`src/hdl/mahp_pkg.sv`:
```
`timescale 1ns / 1ps

package mahp_pkg;

   // header field codes
   localparam logic [7:0] SYNC_BYTE     = 8'hff;
   localparam logic [3:0] SYNC_NIBBLE   = 4'hf;
   localparam logic [1:0] LAYER_CODE_RSVD = 2'd0;
   localparam logic [3:0] BITRATE_FREE  = 4'h0;
   localparam logic [3:0] BITRATE_BAD   = 4'hf;
   localparam logic [1:0] SRATE_RSVD    = 2'd3;
   localparam logic [1:0] CHMODE_SINGLE = 2'd3;

   // layer index: 0 layer I, 1 layer II, 2 layer III
   localparam logic [1:0] LAYER_I   = 2'd0;
   localparam logic [1:0] LAYER_II  = 2'd1;
   localparam logic [1:0] LAYER_III = 2'd2;

   // sample-rate index
   localparam logic [1:0] SIDX_44K = 2'd0;
   localparam logic [1:0] SIDX_48K = 2'd1;
   localparam logic [1:0] SIDX_32K = 2'd2;

   // IEC 61937 burst data types
   localparam logic [3:0] BURST_MPEG1_L1   = 4'd4;
   localparam logic [3:0] BURST_MPEG1_L23  = 4'd5;
   localparam logic [3:0] BURST_LSF_L1     = 4'd8;
   localparam logic [3:0] BURST_LSF_L23    = 4'd9;

   localparam logic [10:0] SAMPLES_L1      = 11'd384;
   localparam logic [10:0] SAMPLES_LSF_L3  = 11'd576;
   localparam logic [10:0] SAMPLES_FULL    = 11'd1152;

   // Frame length base = X * 1000 / rate_mpeg1, X = kbps * slots * (lsf ? 2 : 1).
   // 44.1k: X * 10 / 441, 48k: X / 48, 32k: X / 32.
   localparam logic [8:0]  DIV_44K     = 9'd441;
   localparam logic [8:0]  DIV_48K     = 9'd48;
   localparam logic [8:0]  DIV_32K     = 9'd32;
   localparam logic [8:0]  DIV_NONE    = 9'd1;
   localparam int          RECIP_SHIFT = 28;
   localparam logic [19:0] RECIP_441   = 20'd608697;   // floor(2^28 / 441)
   localparam int          THIRD_SHIFT = 17;
   localparam logic [15:0] RECIP_3     = 16'hAAAB;     // ceil(2^17 / 3)

   localparam logic [8:0] KBPS_TBL [0:1][0:2][0:15] = '{
      '{ '{9'd0, 9'd32, 9'd64, 9'd96, 9'd128, 9'd160, 9'd192, 9'd224,
           9'd256, 9'd288, 9'd320, 9'd352, 9'd384, 9'd416, 9'd448, 9'd0},
         '{9'd0, 9'd32, 9'd48, 9'd56, 9'd64, 9'd80, 9'd96, 9'd112,
           9'd128, 9'd160, 9'd192, 9'd224, 9'd256, 9'd320, 9'd384, 9'd0},
         '{9'd0, 9'd32, 9'd40, 9'd48, 9'd56, 9'd64, 9'd80, 9'd96,
           9'd112, 9'd128, 9'd160, 9'd192, 9'd224, 9'd256, 9'd320, 9'd0} },
      '{ '{9'd0, 9'd32, 9'd48, 9'd56, 9'd64, 9'd80, 9'd96, 9'd112,
           9'd128, 9'd144, 9'd160, 9'd176, 9'd192, 9'd224, 9'd256, 9'd0},
         '{9'd0, 9'd8, 9'd16, 9'd24, 9'd32, 9'd40, 9'd48, 9'd56,
           9'd64, 9'd80, 9'd96, 9'd112, 9'd128, 9'd144, 9'd160, 9'd0},
         '{9'd0, 9'd8, 9'd16, 9'd24, 9'd32, 9'd40, 9'd48, 9'd56,
           9'd64, 9'd80, 9'd96, 9'd112, 9'd128, 9'd144, 9'd160, 9'd0} }
   };

   typedef struct packed {
      logic       hdr_ok;
      logic       swapped;
      logic       lsf;
      logic [1:0] lidx;
      logic [3:0] bidx;
      logic [1:0] sidx;
      logic       pad;
      logic       mono;
   } dec_fields_type;

   typedef struct packed {
      logic        header_valid;
      logic        word_swapped;
      logic [10:0] frame_bytes;
      logic [10:0] samples_per_frame;
      logic [3:0]  burst_data_type;
      logic [15:0] sample_rate_hz;
      logic        low_sampling_ext;
      logic [1:0]  layer_number;
      logic        single_channel;
   } rsp_fields_type;

   function automatic logic hdr_ok(input logic [7:0] a, input logic [7:0] b,
                                   input logic [7:0] c);
      return (a == SYNC_BYTE) && (b[7:4] == SYNC_NIBBLE) &&
             (b[2:1] != LAYER_CODE_RSVD) && (c[7:4] != BITRATE_BAD) &&
             (c[7:4] != BITRATE_FREE) && (c[3:2] != SRATE_RSVD);
   endfunction

   function automatic logic [8:0] kbps_lookup(input logic lsf, input logic [1:0] lidx,
                                              input logic [3:0] bidx);
      logic [8:0] kbps;
      kbps = 9'd0;
      if (lidx <= LAYER_III) begin
         kbps = KBPS_TBL[lsf][lidx][bidx];
      end
      return kbps;
   endfunction

   // slots per frame, doubled for LSF so one divisor set covers both versions
   function automatic logic [8:0] slot_mult(input logic lsf, input logic [1:0] lidx);
      logic [8:0] m;
      if (lidx == LAYER_I) begin
         m = lsf ? 9'd24 : 9'd12;
      end else if (lidx == LAYER_III && lsf) begin
         m = 9'd144;
      end else begin
         m = lsf ? 9'd288 : 9'd144;
      end
      return m;
   endfunction

   function automatic logic [8:0] rate_divisor(input logic [1:0] sidx);
      logic [8:0] d;
      case (sidx)
         SIDX_44K: d = DIV_44K;
         SIDX_48K: d = DIV_48K;
         SIDX_32K: d = DIV_32K;
         default:  d = DIV_NONE;
      endcase
      return d;
   endfunction

   function automatic logic [15:0] rate_hz_of(input logic lsf, input logic [1:0] sidx);
      logic [15:0] r;
      case (sidx)
         SIDX_44K: r = lsf ? 16'd22050 : 16'd44100;
         SIDX_48K: r = lsf ? 16'd24000 : 16'd48000;
         SIDX_32K: r = lsf ? 16'd16000 : 16'd32000;
         default:  r = 16'd0;
      endcase
      return r;
   endfunction

endpackage

```
`src/hdl/mahp_req_if.sv`:
```
`timescale 1ns / 1ps

interface mahp_req_if;
   logic        valid;
   logic        ready;
   logic [31:0] header_bytes;

   modport source (output valid, output header_bytes, input ready);
   modport sink (input valid, input header_bytes, output ready);
endinterface

```
`src/hdl/mahp_rsp_if.sv`:
```
`timescale 1ns / 1ps

interface mahp_rsp_if;
   logic        valid;
   logic        ready;
   logic        header_valid;
   logic        word_swapped;
   logic [10:0] frame_bytes;
   logic [10:0] samples_per_frame;
   logic [3:0]  burst_data_type;
   logic [15:0] sample_rate_hz;
   logic        low_sampling_ext;
   logic [1:0]  layer_number;
   logic        single_channel;

   modport source (output valid, output header_valid, output word_swapped,
                   output frame_bytes, output samples_per_frame,
                   output burst_data_type, output sample_rate_hz,
                   output low_sampling_ext, output layer_number,
                   output single_channel, input ready);
   modport sink (input valid, input header_valid, input word_swapped,
                 input frame_bytes, input samples_per_frame,
                 input burst_data_type, input sample_rate_hz,
                 input low_sampling_ext, input layer_number,
                 input single_channel, output ready);
endinterface

```
`src/hdl/mahp_decode.sv`:
```
`timescale 1ns / 1ps

module mahp_decode (
   input  logic                     clock,
   input  logic                     reset,
   input  logic                     in_valid,
   output logic                     in_ready,
   input  logic [31:0]              header_bytes,
   output logic                     out_valid,
   input  logic                     out_ready,
   output mahp_pkg::dec_fields_type out_fields
);

   logic [7:0] b0, b1, b2, b3;
   logic [7:0] h1, h2, h3;
   logic       ok_direct, ok_swap;
   mahp_pkg::dec_fields_type fields_in, fields_ff;
   logic       valid_ff;

   assign b0 = header_bytes[31:24];
   assign b1 = header_bytes[23:16];
   assign b2 = header_bytes[15:8];
   assign b3 = header_bytes[7:0];

   assign ok_direct = mahp_pkg::hdr_ok(b0, b1, b2);
   assign ok_swap   = mahp_pkg::hdr_ok(b1, b0, b3);

   always_comb begin
      // direct byte order wins when both readings pass
      if (ok_direct) begin
         h1 = b1;
         h2 = b2;
         h3 = b3;
      end else begin
         h1 = b0;
         h2 = b3;
         h3 = b2;
      end
      fields_in.hdr_ok  = ok_direct | ok_swap;
      fields_in.swapped = ~ok_direct & ok_swap;
      fields_in.lsf     = ~h1[3];
      fields_in.lidx    = 2'(2'd3 - h1[2:1]);
      fields_in.bidx    = h2[7:4];
      fields_in.sidx    = h2[3:2];
      fields_in.pad     = h2[1];
      fields_in.mono    = (h3[7:6] == mahp_pkg::CHMODE_SINGLE);
   end

   assign in_ready = ~valid_ff | out_ready;

   always_ff @(posedge clock) begin
      if (reset) begin
         valid_ff <= 1'b0;
      end else if (in_ready) begin
         valid_ff <= in_valid;
      end
   end

   always_ff @(posedge clock) begin
      if (in_ready && in_valid) begin
         fields_ff <= fields_in;
      end
   end

   assign out_valid  = valid_ff;
   assign out_fields = fields_ff;

endmodule

```
`src/hdl/mahp_frame_len.sv`:
```
`timescale 1ns / 1ps

module mahp_frame_len (
   input  logic                     clock,
   input  logic                     reset,
   input  logic                     in_valid,
   output logic                     in_ready,
   input  mahp_pkg::dec_fields_type in_fields,
   output logic                     out_valid,
   input  logic                     out_ready,
   output mahp_pkg::rsp_fields_type out_fields
);

   typedef struct packed {
      mahp_pkg::dec_fields_type f;
      logic [15:0]              x;
   } prod_stage_type;

   typedef struct packed {
      mahp_pkg::dec_fields_type f;
      logic [10:0]              q0;
      logic [19:0]              z;
   } quot_stage_type;

   prod_stage_type s2_in, s2_ff;
   quot_stage_type s3_in, s3_ff;
   logic           v2_ff, v3_ff;
   logic           s2_ready, s3_ready;

   logic [8:0]  kbps;
   logic [17:0] x_full;
   logic [39:0] prod44;
   logic [11:0] y48;
   logic [27:0] prod48;

   logic [8:0]  div;
   logic [19:0] qd, rem;
   logic [11:0] q, base;
   logic [13:0] fb;

   assign s3_ready = ~v3_ff | out_ready;
   assign s2_ready = ~v2_ff | s3_ready;
   assign in_ready = s2_ready;

   // stage 2: bitrate lookup, scale by slots
   always_comb begin
      kbps    = mahp_pkg::kbps_lookup(in_fields.lsf, in_fields.lidx, in_fields.bidx);
      x_full  = 18'(kbps) * 18'(mahp_pkg::slot_mult(in_fields.lsf, in_fields.lidx));
      s2_in.f = in_fields;
      s2_in.x = x_full[15:0];
   end

   // stage 3: quotient estimate by reciprocal multiply
   always_comb begin
      s3_in.f = s2_ff.f;
      if (s2_ff.f.sidx == mahp_pkg::SIDX_44K) begin
         s3_in.z = 20'(s2_ff.x) * 20'd10;
      end else begin
         s3_in.z = 20'(s2_ff.x);
      end
      prod44 = 40'(s3_in.z) * 40'(mahp_pkg::RECIP_441);
      y48    = s2_ff.x[15:4];
      prod48 = 28'(y48) * 28'(mahp_pkg::RECIP_3);
      case (s2_ff.f.sidx)
         mahp_pkg::SIDX_44K: s3_in.q0 = prod44[mahp_pkg::RECIP_SHIFT +: 11];
         mahp_pkg::SIDX_48K: s3_in.q0 = prod48[mahp_pkg::THIRD_SHIFT +: 11];
         mahp_pkg::SIDX_32K: s3_in.q0 = s2_ff.x[15:5];
         default:            s3_in.q0 = 11'd0;
      endcase
   end

   // final: correct the estimate by one, add padding, scale layer I slots
   always_comb begin
      div  = mahp_pkg::rate_divisor(s3_ff.f.sidx);
      qd   = 20'(s3_ff.q0) * 20'(div);
      rem  = s3_ff.z - qd;
      q    = 12'(s3_ff.q0) + ((rem >= 20'(div)) ? 12'd1 : 12'd0);
      base = q + 12'(s3_ff.f.pad);
      if (s3_ff.f.lidx == mahp_pkg::LAYER_I) begin
         fb = {base, 2'b00};
      end else begin
         fb = 14'(base);
      end

      out_fields = '0;
      if (s3_ff.f.hdr_ok) begin
         out_fields.header_valid     = 1'b1;
         out_fields.word_swapped     = s3_ff.f.swapped;
         out_fields.frame_bytes      = fb[10:0];
         out_fields.sample_rate_hz   = mahp_pkg::rate_hz_of(s3_ff.f.lsf, s3_ff.f.sidx);
         out_fields.low_sampling_ext = s3_ff.f.lsf;
         out_fields.layer_number     = 2'(s3_ff.f.lidx + 2'd1);
         out_fields.single_channel   = s3_ff.f.mono;
         if (s3_ff.f.lidx == mahp_pkg::LAYER_I) begin
            out_fields.samples_per_frame = mahp_pkg::SAMPLES_L1;
         end else if (s3_ff.f.lidx == mahp_pkg::LAYER_III && s3_ff.f.lsf) begin
            out_fields.samples_per_frame = mahp_pkg::SAMPLES_LSF_L3;
         end else begin
            out_fields.samples_per_frame = mahp_pkg::SAMPLES_FULL;
         end
         if (s3_ff.f.lsf) begin
            out_fields.burst_data_type = (s3_ff.f.lidx == mahp_pkg::LAYER_I) ?
                                         mahp_pkg::BURST_LSF_L1 : mahp_pkg::BURST_LSF_L23;
         end else begin
            out_fields.burst_data_type = (s3_ff.f.lidx == mahp_pkg::LAYER_I) ?
                                         mahp_pkg::BURST_MPEG1_L1 :
                                         mahp_pkg::BURST_MPEG1_L23;
         end
      end
   end

   always_ff @(posedge clock) begin
      if (reset) begin
         v2_ff <= 1'b0;
         v3_ff <= 1'b0;
      end else begin
         if (s2_ready) begin
            v2_ff <= in_valid;
         end
         if (s3_ready) begin
            v3_ff <= v2_ff;
         end
      end
   end

   always_ff @(posedge clock) begin
      if (s2_ready && in_valid) begin
         s2_ff <= s2_in;
      end
      if (s3_ready && v2_ff) begin
         s3_ff <= s3_in;
      end
   end

   assign out_valid = v3_ff;

endmodule

```
`src/hdl/mpeg_audio_header_parse_core.sv`:
```
`timescale 1ns / 1ps

// Channel   Dir  Beat payload
// req_chan  in   header_bytes: four stream bytes, first in [31:24]
// rsp_chan  out  header_valid .. single_channel: one decoded header per request
//
// One beat per cycle sustained while responses are taken. Each request passes
// through decode/order select, bitrate scale, reciprocal quotient, then
// quotient correction into the output register.
// Reset clears the stage valid bits only.
// Each stage advances whenever the stage ahead of it is empty or draining, so a
// stalled response holds its beat and bubbles behind it close up.

module mpeg_audio_header_parse_core (
   input  logic       clock,
   input  logic       reset,
   mahp_req_if.sink   req_chan,
   mahp_rsp_if.source rsp_chan
);

   mahp_pkg::dec_fields_type dec_fields;
   mahp_pkg::rsp_fields_type len_fields, rsp_ff;
   logic dec_valid, dec_ready;
   logic len_valid, len_ready;
   logic rsp_valid_ff;

   mahp_decode u_decode (
      .clock        (clock),
      .reset        (reset),
      .in_valid     (req_chan.valid),
      .in_ready     (req_chan.ready),
      .header_bytes (req_chan.header_bytes),
      .out_valid    (dec_valid),
      .out_ready    (dec_ready),
      .out_fields   (dec_fields)
   );

   mahp_frame_len u_frame_len (
      .clock      (clock),
      .reset      (reset),
      .in_valid   (dec_valid),
      .in_ready   (dec_ready),
      .in_fields  (dec_fields),
      .out_valid  (len_valid),
      .out_ready  (len_ready),
      .out_fields (len_fields)
   );

   assign len_ready = ~rsp_valid_ff | rsp_chan.ready;

   always_ff @(posedge clock) begin
      if (reset) begin
         rsp_valid_ff <= 1'b0;
      end else if (len_ready) begin
         rsp_valid_ff <= len_valid;
      end
   end

   always_ff @(posedge clock) begin
      if (len_ready && len_valid) begin
         rsp_ff <= len_fields;
      end
   end

   assign rsp_chan.valid             = rsp_valid_ff;
   assign rsp_chan.header_valid      = rsp_ff.header_valid;
   assign rsp_chan.word_swapped      = rsp_ff.word_swapped;
   assign rsp_chan.frame_bytes       = rsp_ff.frame_bytes;
   assign rsp_chan.samples_per_frame = rsp_ff.samples_per_frame;
   assign rsp_chan.burst_data_type   = rsp_ff.burst_data_type;
   assign rsp_chan.sample_rate_hz    = rsp_ff.sample_rate_hz;
   assign rsp_chan.low_sampling_ext  = rsp_ff.low_sampling_ext;
   assign rsp_chan.layer_number      = rsp_ff.layer_number;
   assign rsp_chan.single_channel    = rsp_ff.single_channel;

   // a rejected header carries an all-zero beat
   a_reject_zero: assert property (@(posedge clock) disable iff (reset)
      (rsp_chan.valid && !rsp_chan.header_valid) |->
         (rsp_chan.frame_bytes == 11'd0 && rsp_chan.layer_number == 2'd0 &&
          rsp_chan.sample_rate_hz == 16'd0 && !rsp_chan.word_swapped))
      else $error("rejected header with nonzero fields");

   // an accepted header reports a real layer, rate, frame length and burst type
   a_accept_fields: assert property (@(posedge clock) disable iff (reset)
      (rsp_chan.valid && rsp_chan.header_valid) |->
         (rsp_chan.layer_number != 2'd0 && rsp_chan.sample_rate_hz != 16'd0 &&
          rsp_chan.frame_bytes != 11'd0 &&
          (rsp_chan.burst_data_type == mahp_pkg::BURST_MPEG1_L1 ||
           rsp_chan.burst_data_type == mahp_pkg::BURST_MPEG1_L23 ||
           rsp_chan.burst_data_type == mahp_pkg::BURST_LSF_L1 ||
           rsp_chan.burst_data_type == mahp_pkg::BURST_LSF_L23)))
      else $error("accepted header with bad fields");

   // burst type family follows the version
   a_burst_lsf: assert property (@(posedge clock) disable iff (reset)
      (rsp_chan.valid && rsp_chan.header_valid) |->
         (rsp_chan.low_sampling_ext ==
          (rsp_chan.burst_data_type == mahp_pkg::BURST_LSF_L1 ||
           rsp_chan.burst_data_type == mahp_pkg::BURST_LSF_L23)))
      else $error("burst type disagrees with version");

   // no response beat straight out of reset
   a_reset_empty: assert property (@(posedge clock) reset |=> !rsp_chan.valid)
      else $error("response valid after reset");

endmodule
```
`src/flat_wrapper.sv`:
```
// flat-port wrapper written by rule: the top's interface ports become plain ports
module mpeg_audio_header_parse_core_flat 
  (clock, reset, req_chan_valid, req_chan_header_bytes, req_chan_ready, rsp_chan_valid, rsp_chan_header_valid, rsp_chan_word_swapped, rsp_chan_frame_bytes, rsp_chan_samples_per_frame, rsp_chan_burst_data_type, rsp_chan_sample_rate_hz, rsp_chan_low_sampling_ext, rsp_chan_layer_number, rsp_chan_single_channel, rsp_chan_ready);
  mahp_req_if req_chan_i ();
  mahp_rsp_if rsp_chan_i ();
  input  logic clock;
  input  logic reset;
  input wire logic [$bits(req_chan_i.valid)-1:0] req_chan_valid;
  input wire logic [$bits(req_chan_i.header_bytes)-1:0] req_chan_header_bytes;
  output wire logic [$bits(req_chan_i.ready)-1:0] req_chan_ready;
  output wire logic [$bits(rsp_chan_i.valid)-1:0] rsp_chan_valid;
  output wire logic [$bits(rsp_chan_i.header_valid)-1:0] rsp_chan_header_valid;
  output wire logic [$bits(rsp_chan_i.word_swapped)-1:0] rsp_chan_word_swapped;
  output wire logic [$bits(rsp_chan_i.frame_bytes)-1:0] rsp_chan_frame_bytes;
  output wire logic [$bits(rsp_chan_i.samples_per_frame)-1:0] rsp_chan_samples_per_frame;
  output wire logic [$bits(rsp_chan_i.burst_data_type)-1:0] rsp_chan_burst_data_type;
  output wire logic [$bits(rsp_chan_i.sample_rate_hz)-1:0] rsp_chan_sample_rate_hz;
  output wire logic [$bits(rsp_chan_i.low_sampling_ext)-1:0] rsp_chan_low_sampling_ext;
  output wire logic [$bits(rsp_chan_i.layer_number)-1:0] rsp_chan_layer_number;
  output wire logic [$bits(rsp_chan_i.single_channel)-1:0] rsp_chan_single_channel;
  input wire logic [$bits(rsp_chan_i.ready)-1:0] rsp_chan_ready;
  assign req_chan_i.valid = req_chan_valid;
  assign req_chan_i.header_bytes = req_chan_header_bytes;
  assign req_chan_ready = req_chan_i.ready;
  assign rsp_chan_valid = rsp_chan_i.valid;
  assign rsp_chan_header_valid = rsp_chan_i.header_valid;
  assign rsp_chan_word_swapped = rsp_chan_i.word_swapped;
  assign rsp_chan_frame_bytes = rsp_chan_i.frame_bytes;
  assign rsp_chan_samples_per_frame = rsp_chan_i.samples_per_frame;
  assign rsp_chan_burst_data_type = rsp_chan_i.burst_data_type;
  assign rsp_chan_sample_rate_hz = rsp_chan_i.sample_rate_hz;
  assign rsp_chan_low_sampling_ext = rsp_chan_i.low_sampling_ext;
  assign rsp_chan_layer_number = rsp_chan_i.layer_number;
  assign rsp_chan_single_channel = rsp_chan_i.single_channel;
  assign rsp_chan_i.ready = rsp_chan_ready;
  mpeg_audio_header_parse_core u_core (.clock(clock), .reset(reset), .req_chan(req_chan_i), .rsp_chan(rsp_chan_i));
endmodule
```
`config.mk`:
```
export PLATFORM = sky130hd
export DESIGN_NAME = mpeg_audio_header_parse_core_flat
export DESIGN_NICKNAME = d
export VERILOG_FILES = /design/src/hdl/mahp_pkg.sv /design/src/hdl/mahp_req_if.sv /design/src/hdl/mahp_rsp_if.sv /design/src/hdl/mahp_decode.sv /design/src/hdl/mahp_frame_len.sv /design/src/hdl/mpeg_audio_header_parse_core.sv /design/src/flat_wrapper.sv
export SDC_FILE = /design/constraint.sdc
export NUM_CORES = 1
export LEC_CHECK = 0
export BUFFER_PORTS_ARGS = -buffer_cell sky130_fd_sc_hd__buf_4
export CAP_MARGIN = 40
export CORE_AREA = 2 2 204 206
export CTS_BUF_LIST = sky130_fd_sc_hd__clkbuf_16
export CTS_CLUSTER_SIZE = 12
export DETAILED_ROUTE_END_ITERATION = 8
export DIE_AREA = 0 0 206 208
export SLEW_MARGIN = 20
export SYNTH_ARGS = -nofsm -noshare
export SYNTH_HDL_FRONTEND = slang
export SYNTH_SLANG_ARGS = --single-unit
```
`constraint.sdc`:
```
create_clock -name clock -period 11.1 [get_ports clock]
set_input_delay 2.22 -clock clock [delete_from_list [all_inputs] [get_ports clock]]
set_output_delay 2.22 -clock clock [all_outputs]
set_load 0.02 [all_outputs]
```
# ---- Word-level counts from Yosys, hierarchy flattened
# Cells that the tools add are included.
dict set report word_totals {
  wordCells 143
  reg_bits 130
}
dict set report op_classes {
  n_mul 5
  n_addsub 5
  muxes 32
  n_lt_le_gt_ge 5
  n_reduce_logical 25
  n_bitwise 16
  n_eq_ne 15
}
# cell n
set op_table {}
lappend op_table {{$mux 432} 2}
lappend op_table {{$mux 412} 1}
lappend op_table {{$bmux 144 s2} 1}
lappend op_table {{$mux 144} 2}
lappend op_table {{$mux 9} 6}
lappend op_table {{$mux 48} 1}
lappend op_table {{$pmux 16 s3} 1}
lappend op_table {{$mul 20x20->39 const B} 1}
lappend op_table {{$bmux 9 s4} 1}
lappend op_table {{$mux 11} 3}
lappend op_table {{$pmux 11 s3} 1}
lappend op_table {{$mux 16} 2}
lappend op_table {{$mul 12x16->28 const B} 1}
lappend op_table {{$pmux 9 s3} 1}
lappend op_table {{$add 11x1->11} 2}
lappend op_table {{$ge 20x9->1} 1}
lappend op_table {{$mul 11x9->20} 1}
lappend op_table {{$mux 20} 1}
lappend op_table {{$sub 20x20->20} 1}
lappend op_table {{$mul 16x3->19 const B} 1}
lappend op_table {{$eq 8x8->1 const B} 2}
lappend op_table {{$logic_and 1x1->1} 16}
lappend op_table {{$mul 9x9->16} 1}
lappend op_table {{$mux 8} 2}
lappend op_table {{other kinds (25)} 51}

# ---- Logic depth before layout (Yosys ltp)
# Gate-level depths: netlist of the first run.
dict set report depth {
  ltp_word 12
  depth_mapped 33
  ltp_nobuf 31
}

# ---- By module
# From an unflattened synthesis of the first run, not the netlist that was laid out.
dict set report unflattened {
  cells_unflattened 1952
  area_unflattened_um2 18975.7
}
# mod n_inst area_each_um2 cells_each
set modules_own_cells {}
lappend modules_own_cells {mahp_frame_len 1 16794.9 1850}
lappend modules_own_cells {mpeg_audio_header_parse_core 1 1496.4 53}
lappend modules_own_cells {mahp_decode 1 684.4 49}

# ---- Least setup slack after synthesis of the first run
# No wires, ideal clock.
dict set report synth_path {
  path_type {reg2reg}
  startpoint {reg u_core.u_frame_len.s2_ff[6] (netlist bit)}
  endpoint {reg u_core.u_frame_len.s3_ff[25] (netlist bit), data pin}
  path_buffers 0
  t_required_ns 10.839
  path_slack_ns 3.198
  setup_time_ns 0.261
  arrival_time_ns 7.641
  path_stages_with_launch 29
  path_cell_list {edfxtp_1 > ha_1 > ha_1 > a31oi_1 > o21bai_1 > a21oi_1 > nor2b_1 > o21a_1 > nor2_1 > xor2_1 > o21ai_0 > ha_1 > fa_1 > ha_1 > inv_1 > fa_1 > inv_1 > fa_1 > fa_1 > fa_1 > ha_1 > nand4_1 > or4_1 > o21ai_0 > nand4b_1 > o21ai_0 > o21bai_1 > xor2_1 > a221o_1}
}
# item line_no
set synth_rtl {}
lappend synth_rtl {{start: declaration} mahp_frame_len.sv:25} ;# prod_stage_type s2_in, s2_ff;
lappend synth_rtl {{start signal: assignment} mahp_frame_len.sv:128} ;# s2_ff <= s2_in;
lappend synth_rtl {{end signal: assignment} mahp_frame_len.sv:131} ;# s3_ff <= s3_in;
lappend synth_rtl {{end: declaration} mahp_frame_len.sv:26} ;# quot_stage_type s3_in, s3_ff;

# ---- Final worst setup path of the first run
dict set report layout_path {
  startpoint {reg u_core.u_frame_len.s3_ff[34] (netlist bit)}
  endpoint {reg u_core.rsp_ff (netlist bit u_core.rsp_chan.frame_bytes[10]), data pin}
}
dict set report layout_via {
  elab_chain_len 9
  elab_cells_between_ends 11
}
# item line_no
set layout_rtl {}
lappend layout_rtl {{$eq 2x2->1 (tied with other cells)} mahp_pkg.sv:115} ;# case (sidx)
lappend layout_rtl {{$pmux 9 s3 *} mahp_pkg.sv:115}
lappend layout_rtl {{$mul 11x9->20} mahp_frame_len.sv:75} ;# qd = 20'(s3_ff.q0) * 20'(div);
lappend layout_rtl {{$sub 20x20->20} mahp_frame_len.sv:76} ;# rem = s3_ff.z - qd;
lappend layout_rtl {{$ge 20x9->1 *} mahp_frame_len.sv:77} ;# q = 12'(s3_ff.q0) + ((rem >= 20'(div)) ? 12'd1 : 12'd0);
lappend layout_rtl {{$mux 1 *} mahp_frame_len.sv:77}
lappend layout_rtl {{$add 11x1->11 *} mahp_frame_len.sv:77}
lappend layout_rtl {{$add 11x1->11 *} mahp_frame_len.sv:78} ;# base = q + 12'(s3_ff.f.pad);
lappend layout_rtl {{$mux 11 *} mahp_frame_len.sv:79} ;# if (s3_ff.f.lidx == mahp_pkg::LAYER_I) begin
lappend layout_rtl {{end signal: assignment} mpeg_audio_header_parse_core.sv:61} ;# rsp_ff <= len_fields;
lappend layout_rtl {{end: declaration} mpeg_audio_header_parse_core.sv:22} ;# mahp_pkg::rsp_fields_type len_fields, rsp_ff;
# Mark *: on every way between the ends. The rest lies on a longest branch, timed or not.
# A chain may end at the register's enable or synchronous reset.

==> results.yml, run 1 <==
run_status:
  status: "finished clean"
sta:
  fmax_mhz: 116
  fin_setup_tns_ps: 0
  finalCritPeriodShare_pct: 77.5
  rsz0062_at_grt: "false"
  layout_setup_ws_ps: 2500
  worst_pin_slew_ps: 901
  fin_crit_ps: 8600
  setup_violations: 0
  finalClockSkew_ps: 15.0
  slew_headroom_pct: 39.0
  slew_violations: 0
  finalHoldViolCount: 0
worst_setup_path:
  cp.arrival_ps: 8700
  slowest_stage: "fa_1"
  endpoint_kind: "flop"
  r2r_cells: 28
  worst_ep_required_time_ps: 11200
  critPathKind: "flop to flop"
  start_kind: "flop"
  startpoint: "u_core.u_frame_len.s3_ff[34]"
  worst_path_most_repeated_cell: "fa_1"
  cp_slowest_stage_delay_ps: 590
  r2r_slack_ps: 2500
  timing.rr.end: "u_core.rsp_chan.frame_bytes[10]"
  cp_max_fo: 14
  r2r_start: "u_core.u_frame_len.s3_ff[34]"
floorplanning:
  ios: 86
  core_um2: 40600
  fp.dieW_um: 206
  start_util_pct: 45.4
  die_y_um: 208
  core.rowCount: 74
  dieArea_um2: 42800
pwr:
  irDropWorstVdd_mv: 0.137
  comb_power_share_pct: 72.6
  p_seq_share_pct: 16.7
  leakage_uw: 0.0103
  switching_power_uw: 1420
  power_density_nw_per_um2: 148
  switching_share_pct: 48.0
  p_clk_share_pct: 10.6
  p_total_uw: 2970
  power.internal_uw: 1540
clocking:
  cts_setup_buffers: 0
  path_clk_slew_ps: 80
  clk_latency_ps: 360
  cts_tree: "built"
  cts-root-buf: "clkbuf_16"
  cts_inserted_buffers: 9
  max-clock-path-buffers: 2
  cts_sinks: 108
  postCtsResizedCells: 0
  htree_levels: 3
  ctsHoldBuffers: 0
finish:
  fin_area_um2: 20000
  area_growth_pct: 8.71
  fin_nets: 2598
  finalNonFillerCells: 2505
  multiInputGateArea_um2: 13600
  seqCellArea_um2: 3200
  antenna_cells: 0
  num-fill-cells: 3791
  layout-drive-gt1-share_pct: 7.91
place:
  hpwlAfterDp_um: 33800
  gp_congestion: 0.847
  placedInstanceArea_um2: 19700
  pre_cts_ws_ps: 2600
  port-buffer-count: 73
  place_inst: 2487
yosys:
  yosysSeqAreaShare_pct: 17.4
  synth-edff-count: 104
  syn_avg_cell_area_um2: 9.80
  syn_inst: 1878
  synth_area_um2: 18400
  synthArstFlopShare_pct: 0
  ys_ff_latch: 108
  ys.flop_type: "edfxtp_1"
  netlist-cell-type-count: 90
  yosysWarnings: 0
min_path:
  whs_endpoint: "u_core.u_frame_len.s3_ff[43]"
  hp-class: "flop to flop"
  min-delay-start: "u_core.u_frame_len.s2_ff[28]"
  holdPathStages: 0
grt:
  met3_usage_pct: 2.19
  gr-total-overflow: 0
  grt_pass1_vias: 13308
  grt_use_met1_pct: 28.4
  grt_max_degree: 31
  grt.busiest_layer: "met2"
  grtUsageTotal_pct: 19.6
  use_met2_pct: 32.2
  antenna_found_initial: 0
  grt_pass1_wl_um: 67600
job:
  maxCapViolCount: 0
detailed_routing:
  wl_per_cell_um: 16.0
  detail-route-antenna-nets: 0
  drtPass1Iterations: 4
  vias_per_cell: 5.18
  vias: 12987
  wl_um: 40000
  drcViolationCount: 0
  initialDrtViolationCount: 668
[stage by stage]
stage | utilization [%] | hold slack, ps
2_1_floorplan | - | 400
3_3_place_gp | 48.4 | 406
3_5_place_dp | 48.6 | 405
4_1_cts | 49.3 | 424
5_1_grt | 49.3 | 437
6_report | 49.3 | 422
[final cells by class]
cell class                 instances  area share [%]
multi-input combinational       1352            67.9
sequential                       108            16.0
inverter                         404            7.58
timing repair buffer              93            3.76
tap                              532            3.33
clock buffer                       9            1.13
clock inverter                     7           0.281
[critical path, delay by kind of cell (launching register included)]
kind	cells	cell delay, ps
buffers and inverters	4	450
flip-flops	1	510
adder cells (fa/ha/maj)	9	4240
AO/OA/AOI/OAI	9	2310
AND/OR/NAND/NOR	6	810
[power by group through the flow]
stage	Sequential, µW	Clock, µW	Combinational, µW
finish	497	315	2160
global route	499	339	2500
CTS	499	324	2170
detailed placement	508	0	2140
global placement	508	0	2100
floorplan	492	0	1630
[layer usage]
metal  routed length [µm]  share of wire [%]
met3                 1350                3.4
met1                19200                 48
met4                  444                1.1
met5                    0                  0
met2                19000                 48
[cell usage in the layout (no fill, tap or decap), types with 5 or more instances in the layout]
master / count
nor2b_1: 29
mux2_2: 11
or2_2: 11
nor2_1: 88
nand4_1: 10
a31oi_1: 8
nand3_1: 19
o211ai_1: 13
a21o_1: 12
ha_1: 389
a21oi_1: 62
o21ai_1: 13
o2111ai_1: 8
nor3_1: 17
o31ai_1: 8
xor2_1: 19
nand2b_1: 20
mux2i_1: 9
edfxtp_1: 104
o21ai_0: 56
fa_1: 205
conb_1: 38
a211o_1: 5
a221oi_1: 8
xnor2_1: 35
inv_1: 402
clkbuf_16: 9
o21bai_1: 7
and3_1: 7
a211oi_1: 19
o21a_1: 12
a21o_2: 5
and2_1: 16
nand2_1: 100
or3_1: 6
buf_4: 88
o22ai_1: 9
[worst max-delay path by stage]
stage / to / cells after the start
floorplan: u_core.u_frame_len.s3_ff[25] / 28
global placement: u_core.rsp_chan.frame_bytes[10] / 28
detailed placement: u_core.rsp_chan.frame_bytes[10] / 28
CTS: u_core.rsp_chan.frame_bytes[10] / 28
global route: u_core.rsp_chan.frame_bytes[8] / 30
finish: u_core.rsp_chan.frame_bytes[10] / 28
[flip-flops by register name, indices dropped and copies added (netlist names)]
name                               count
u_core.u_frame_len.out_valid           1
u_core.rsp_chan.single_channel         1
u_core.rsp_chan.burst_data_type        2
u_core.rsp_chan.valid                  1
u_core.rsp_chan.sample_rate_hz        12
u_core.u_frame_len.s2_ff              20
u_core.u_frame_len.v2_ff               1
u_core.rsp_chan.layer_number           2
u_core.rsp_chan.samples_per_frame      4
u_core.rsp_chan.frame_bytes           11
u_core.u_frame_len.s3_ff              36
u_core.u_decode.out_fields            13
u_core.rsp_chan.low_sampling_ext       1
u_core.rsp_chan.header_valid           1
u_core.rsp_chan.word_swapped           1
u_core.u_decode.out_valid              1
[logic make-up (layout without fill, tap and decap cells)]
logic type	after synthesis	count (layout)	share of synthesized area [%]
fa+ha+maj	594	594	48.7
xor+xnor	54	54	2.57
flops	108	108	17.4
simple gates	347	347	9.18
compound gates	299	299	11.3
buf+inv	454	513	9.62
mux	20	20	1.16
other cells	2	38	0.0408
[cells in the mapped netlist (12+ instances only)]
| cell | count | share of area, % |
|---|---|---|
| o211ai_1 | 13 | 0.53 |
| edfxtp_1 | 104 | 17 |
| o21a_1 | 12 | 0.49 |
| xnor2_1 | 35 | 1.7 |
| nand3_1 | 19 | 0.52 |
| clkbuf_1 | 31 | 0.63 |
| nor2_1 | 88 | 1.8 |
| a211oi_1 | 19 | 0.77 |
| nor2b_1 | 31 | 1.1 |
| buf_4 | 14 | 0.57 |
| nand2b_1 | 20 | 0.68 |
| and2_1 | 16 | 0.54 |
| nand2_1 | 100 | 2.0 |
| nor3_1 | 17 | 0.46 |
| xor2_1 | 19 | 0.90 |
| fa_1 | 205 | 22 |
| ha_1 | 389 | 26 |
| a21oi_1 | 62 | 1.7 |
| a21o_1 | 12 | 0.49 |
| o21ai_0 | 58 | 1.6 |
| inv_1 | 402 | 8.2 |
Power figures use the tool's default switching activity.
==> run 2: changes to the inputs <==
Clock period 11.1 ns to 9 ns, I/O delays scaled along.
==> run 2 against run 1 <==
First-iteration DRC count shrank 2.7%; die area unchanged; largest power group unchanged; critical path depth shrank 3; global-route usage is 0.17 points higher; clock skew decreased by 0.90 ps; setup slack lost 2100 ps; fmax is 0.33% lower; highest routed layer unchanged; core utilization up 0.15 points; register-to-register slack worse by 2100 ps; worst hold slack worse by 1.1 ps.
==> results.yml, run 2 (synthesis results as in run 1) <==
run_status:
  status: "finished clean"
worst_setup_path:
  cp_top_family: "adder cells"
  critPathKind: "flop to flop"
  critPathBufInv: 1
  crit_cells: 25
  start_kind: "flop"
  cp_slowest_stage_delay_ps: 580
  setup.worst_path.end: "u_core.u_frame_len.s3_ff[30]"
  worst_path_most_repeated_cell: "ha_1"
  worst_ep_required_time_ps: 9100
  r2r_start: "u_core.u_frame_len.s2_ff[7]"
  slowest_stage: "mux2i_1"
  cp.arrival_ps: 8730
  endpoint_kind: "flop"
  r2r_slack_ps: 370
  timing.rr.end: "u_core.u_frame_len.s3_ff[30]"
  startpoint: "u_core.u_frame_len.s2_ff[7]"
  cp_max_fo: 4
  r2r_cells: 25
clocking:
  cts_setup_buffers: 0
  postCtsResizedCells: 0
  cts_tree: "built"
  ctsHoldBuffers: 0
  htree_levels: 3
  max-clock-path-buffers: 2
  path_clk_slew_ps: 70
  cts_sinks: 108
  cts-root-buf: "clkbuf_16"
  clk_latency_ps: 370
  cts_inserted_buffers: 9
detailed_routing:
  initialDrtViolationCount: 650
  drcViolationCount: 0
  wl_um: 40100
  drtPass1Iterations: 6
  vias_per_cell: 5.17
  detail-route-antenna-nets: 0
  vias: 13022
  wl_per_cell_um: 15.9
job:
  maxCapViolCount: 0
sta:
  fin_setup_tns_ps: 0
  worst_pin_slew_ps: 754
  fmax_mhz: 116
  slew_violations: 0
  finalClockSkew_ps: 14.1
  rsz0062_at_grt: "false"
  setup_violations: 0
  fin_crit_ps: 8630
  finalCritPeriodShare_pct: 95.9
  slew_headroom_pct: 49.5
  finalHoldViolCount: 0
finish:
  mostFrequentLayoutCells: "inv_1, ha_1, fa_1"
  largest_register_ff_count: 36
  fin_util_pct: 49.5
  finalNonFillerCells: 2517
  area_growth_pct: 9.05
  antenna_cells: 0
  layout-drive-gt1-share_pct: 8.46
  regMostFlops: "u_core.u_frame_len.s3_ff"
  num-fill-cells: 3756
  fin_nets: 2610
  mostFrequentLayoutCell: "inv_1"
place:
  hpwlAfterDp_um: 34100
  gp_congestion: 0.946
  place_inst: 2498
  port-buffer-count: 73
min_path:
  hp-class: "flop to flop"
  holdPathStages: 0
floorplanning:
  core_um2: 40600
  dieArea_um2: 42800
  die_y_um: 208
  ios: 86
  core.rowCount: 74
  fp.dieW_um: 206
  start_util_pct: 45.4
grt:
  grt_pass1_wl_um: 67800
  grtUsageTotal_pct: 19.8
  gr-total-overflow: 0
  grt_max_degree: 37
  grt_pass1_vias: 13319
  antenna_found_initial: 0
pwr:
  power_density_nw_per_um2: 184
  leakage_uw: 0.0104
  irDropWorstVdd_mv: 0.175
## run 2: worst min path at each step
stage	start	to	slack, ps
after global placement	u_core.u_frame_len.s2_ff[26]	u_core.u_frame_len.s3_ff[41]	400
final	u_core.u_frame_len.s2_ff[26]	u_core.u_frame_len.s3_ff[41]	420
after CTS	u_core.u_frame_len.s2_ff[28]	u_core.u_frame_len.s3_ff[43]	420
after detailed placement	u_core.u_frame_len.s2_ff[28]	u_core.u_frame_len.s3_ff[43]	410
after global routing	u_core.u_frame_len.s2_ff[26]	u_core.u_frame_len.s3_ff[41]	430
after floorplan	u_core.u_decode.out_fields[0]	u_core.u_frame_len.s2_ff[16]	400
## run 2: through the flow
step	hold WS (ps)	total power (µW)	cell area, µm²	setup WS [ps]
2_1_floorplan	400	2610	18500	1100
3_3_place_gp	403	3240	19700	596
3_5_place_dp	405	3280	19800	540
4_1_cts	423	3700	20000	484
5_1_grt	428	4110	20100	26.9
6_report	421	3690	20100	367
## run 2: routing by layer
layer | share of wire (%) | track usage (%) | vias to the layer above
li1 | - | - | 6455
met1 | 48 | 28.4 | 6332
met2 | 47 | 32.7 | 208
met3 | 3.1 | 2.19 | 27
met4 | 1.2 | 3.08 | 0
met5 | 0 | 0 | -
## run 2: power by group
group | switching (µW) | internal [µW] | leakage, µW
Clock | 195 | 192 | 0.000140
Combinational | 1560 | 1140 | 0.00922
Sequential | 28.9 | 579 | 0.00102
## run 2: worst register-to-register path: cells and delay by family (launching register included)
family,cells,cell delay [ps]
compound gates,8,1850
mux,1,580
fa+ha+maj,10,4260
flops,1,410
xor+xnor,1,180
buf+inv,1,90
simple gates,4,990
## run 2: layout make-up
| type | instances | area (µm²) | area share (%) |
|---|---|---|---|
| clock buffer | 9 | 225 | 1.12 |
| clock inverter | 7 | 57.6 | 0.287 |
| inverter | 404 | 1520 | 7.55 |
| multi-input combinational | 1352 | 13600 | 67.7 |
| sequential | 108 | 3200 | 16.0 |
| tap | 532 | 666 | 3.32 |
| timing repair buffer | 105 | 815 | 4.06 |
==> run 3: changes to the inputs <==
==> constraint.sdc (replaced) <==
create_clock -name clock -period 9 [get_ports clock]
set_input_delay 2.25 -clock clock [delete_from_list [all_inputs] [get_ports clock]]
set_output_delay 2.25 -clock clock [all_outputs]
set_load 0.02 [all_outputs]
==> run 3 against run 2 <==
Worst hold slack improved by 1.2 ps; final cell count barely moved; global-route usage rose by 0.064 points; final area barely moved; clock skew fell by 2.6 ps; die area did not move; combinational power barely moved; sequential power barely moved; core utilization barely moved; register-to-register slack improved by 200 ps.
==> results.yml, run 3 (synthesis results as in run 1) <==
run_status:
  status: "finished clean"
finish:
  num-fill-cells: 3876
  mostFrequentLayoutCell: "inv_1"
  largest_register_ff_count: 36
  antenna_cells: 0
  fin_area_um2: 20100
  finalNonFillerCells: 2516
  regMostFlops: "u_core.u_frame_len.s3_ff"
  area_growth_pct: 9.00
  mostFrequentLayoutCells: "inv_1, ha_1, fa_1"
  fin_nets: 2609
  layout-drive-gt1-share_pct: 8.42
detailed_routing:
  wl_per_cell_um: 16.1
  vias_per_cell: 5.19
  detail-route-antenna-nets: 0
  drtPass1Iterations: 5
  wl_um: 40500
  drcViolationCount: 0
  vias: 13055
  initialDrtViolationCount: 733
worst_setup_path:
  slowest_stage: "mux2i_1"
  worst_ep_required_time_ps: 9090
  worst_path_most_repeated_cell: "ha_1"
  start_kind: "flop"
  cp.arrival_ps: 8520
  critPathBufInv: 0
  endpoint_kind: "flop"
  cp_max_fo: 4
  cp_slowest_stage_delay_ps: 550
  critPathKind: "flop to flop"
  cp_top_family: "adder cells"
grt:
  grt_pass1_vias: 13228
  grt_max_degree: 37
  antenna_found_initial: 0
  grtUsageTotal_pct: 19.8
  gr-total-overflow: 0
  grt_pass1_wl_um: 67900
clocking:
  max-clock-path-buffers: 2
  cts-root-buf: "clkbuf_16"
  cts_tree: "built"
  cts_sinks: 108
  cts_setup_buffers: 0
  postCtsResizedCells: 0
  ctsHoldBuffers: 0
  cts_inserted_buffers: 9
  htree_levels: 3
  path_clk_slew_ps: 70
  clk_latency_ps: 360
floorplanning:
  core_um2: 40600
  die_y_um: 208
  ios: 86
  core.rowCount: 74
  dieArea_um2: 42800
  fp.dieW_um: 206
  start_util_pct: 45.4
min_path:
  hp-class: "flop to flop"
sta:
  worst_pin_slew_ps: 737
  fmax_mhz: 119
  fin_crit_ps: 8430
  rsz0062_at_grt: "false"
  finalHoldViolCount: 0
  layout_setup_ws_ps: 567
  finalClockSkew_ps: 11.5
  fin_setup_tns_ps: 0
  finalCritPeriodShare_pct: 93.7
  setup_violations: 0
  slew_headroom_pct: 50.9
  slew_violations: 0
place:
  gp_congestion: 0.915
  pre_cts_ws_ps: 617
  placedInstanceArea_um2: 19800
  place_inst: 2497
  port-buffer-count: 73
  hpwlAfterDp_um: 34300
pwr:
  leakage_uw: 0.0104
  irDropWorstVdd_mv: 0.149
  power_density_nw_per_um2: 183
  p_total_uw: 3670
job:
  maxCapViolCount: 0
-- run 3: cell count changes in the layout (fill, tap and decap cells not counted) --
cell | previous run | this run
buf_4 | 99 | 98
clkinvlp_4 | 1 | 2
clkinv_4 | 1 | 0
-- run 3: routing by layer --
| layer | vias to the layer above | share of wire, % | global-route usage, % |
|---|---|---|---|
| met3 | 36 | 3.4 | 2.57 |
| met1 | 6338 | 47 | 28.3 |
| li1 | 6456 | - | - |
| met4 | 0 | 1.4 | 3.42 |
| met5 | - | 0 | 0 |
| met2 | 225 | 48 | 32.6 |
-- run 3: area by class of cell --
type,instances,area [µm²],share of cell area [%]
timing repair buffer,104,807,4.02
inverter,404,1520,7.56
clock inverter,7,56.3,0.281
multi-input combinational,1352,13600,67.7
clock buffer,9,225,1.12
tap,532,666,3.32
sequential,108,3200,16.0
-- run 3: stage by stage --
step	hold slack (ps)	utilization (%)
6_report	423	49.5
5_1_grt	421	49.5
4_1_cts	424	49.4
3_5_place_dp	406	48.7
3_3_place_gp	403	48.6
2_1_floorplan	400	-
-- run 3: final timing paths --
check	from	endpoint	slack, ps	depth (start not counted)
setup / recovery	u_core.u_frame_len.s2_ff[8]	u_core.u_frame_len.s3_ff[29]	570	26
hold / removal	u_core.u_decode.out_fields[3]	u_core.u_frame_len.s2_ff[19]	420	0
setup reg to reg	u_core.u_frame_len.s2_ff[8]	u_core.u_frame_len.s3_ff[29]	570	26
hold reg to reg	u_core.u_decode.out_fields[3]	u_core.u_frame_len.s2_ff[19]	420	0
-- run 3: report_power, final --
group          leakage [µW]  switching (µW)  total, µW  internal, µW
registers           0.00102            31.5        611           579
logic               0.00921            1540       2680          1140
clock network      0.000136             191        383           192
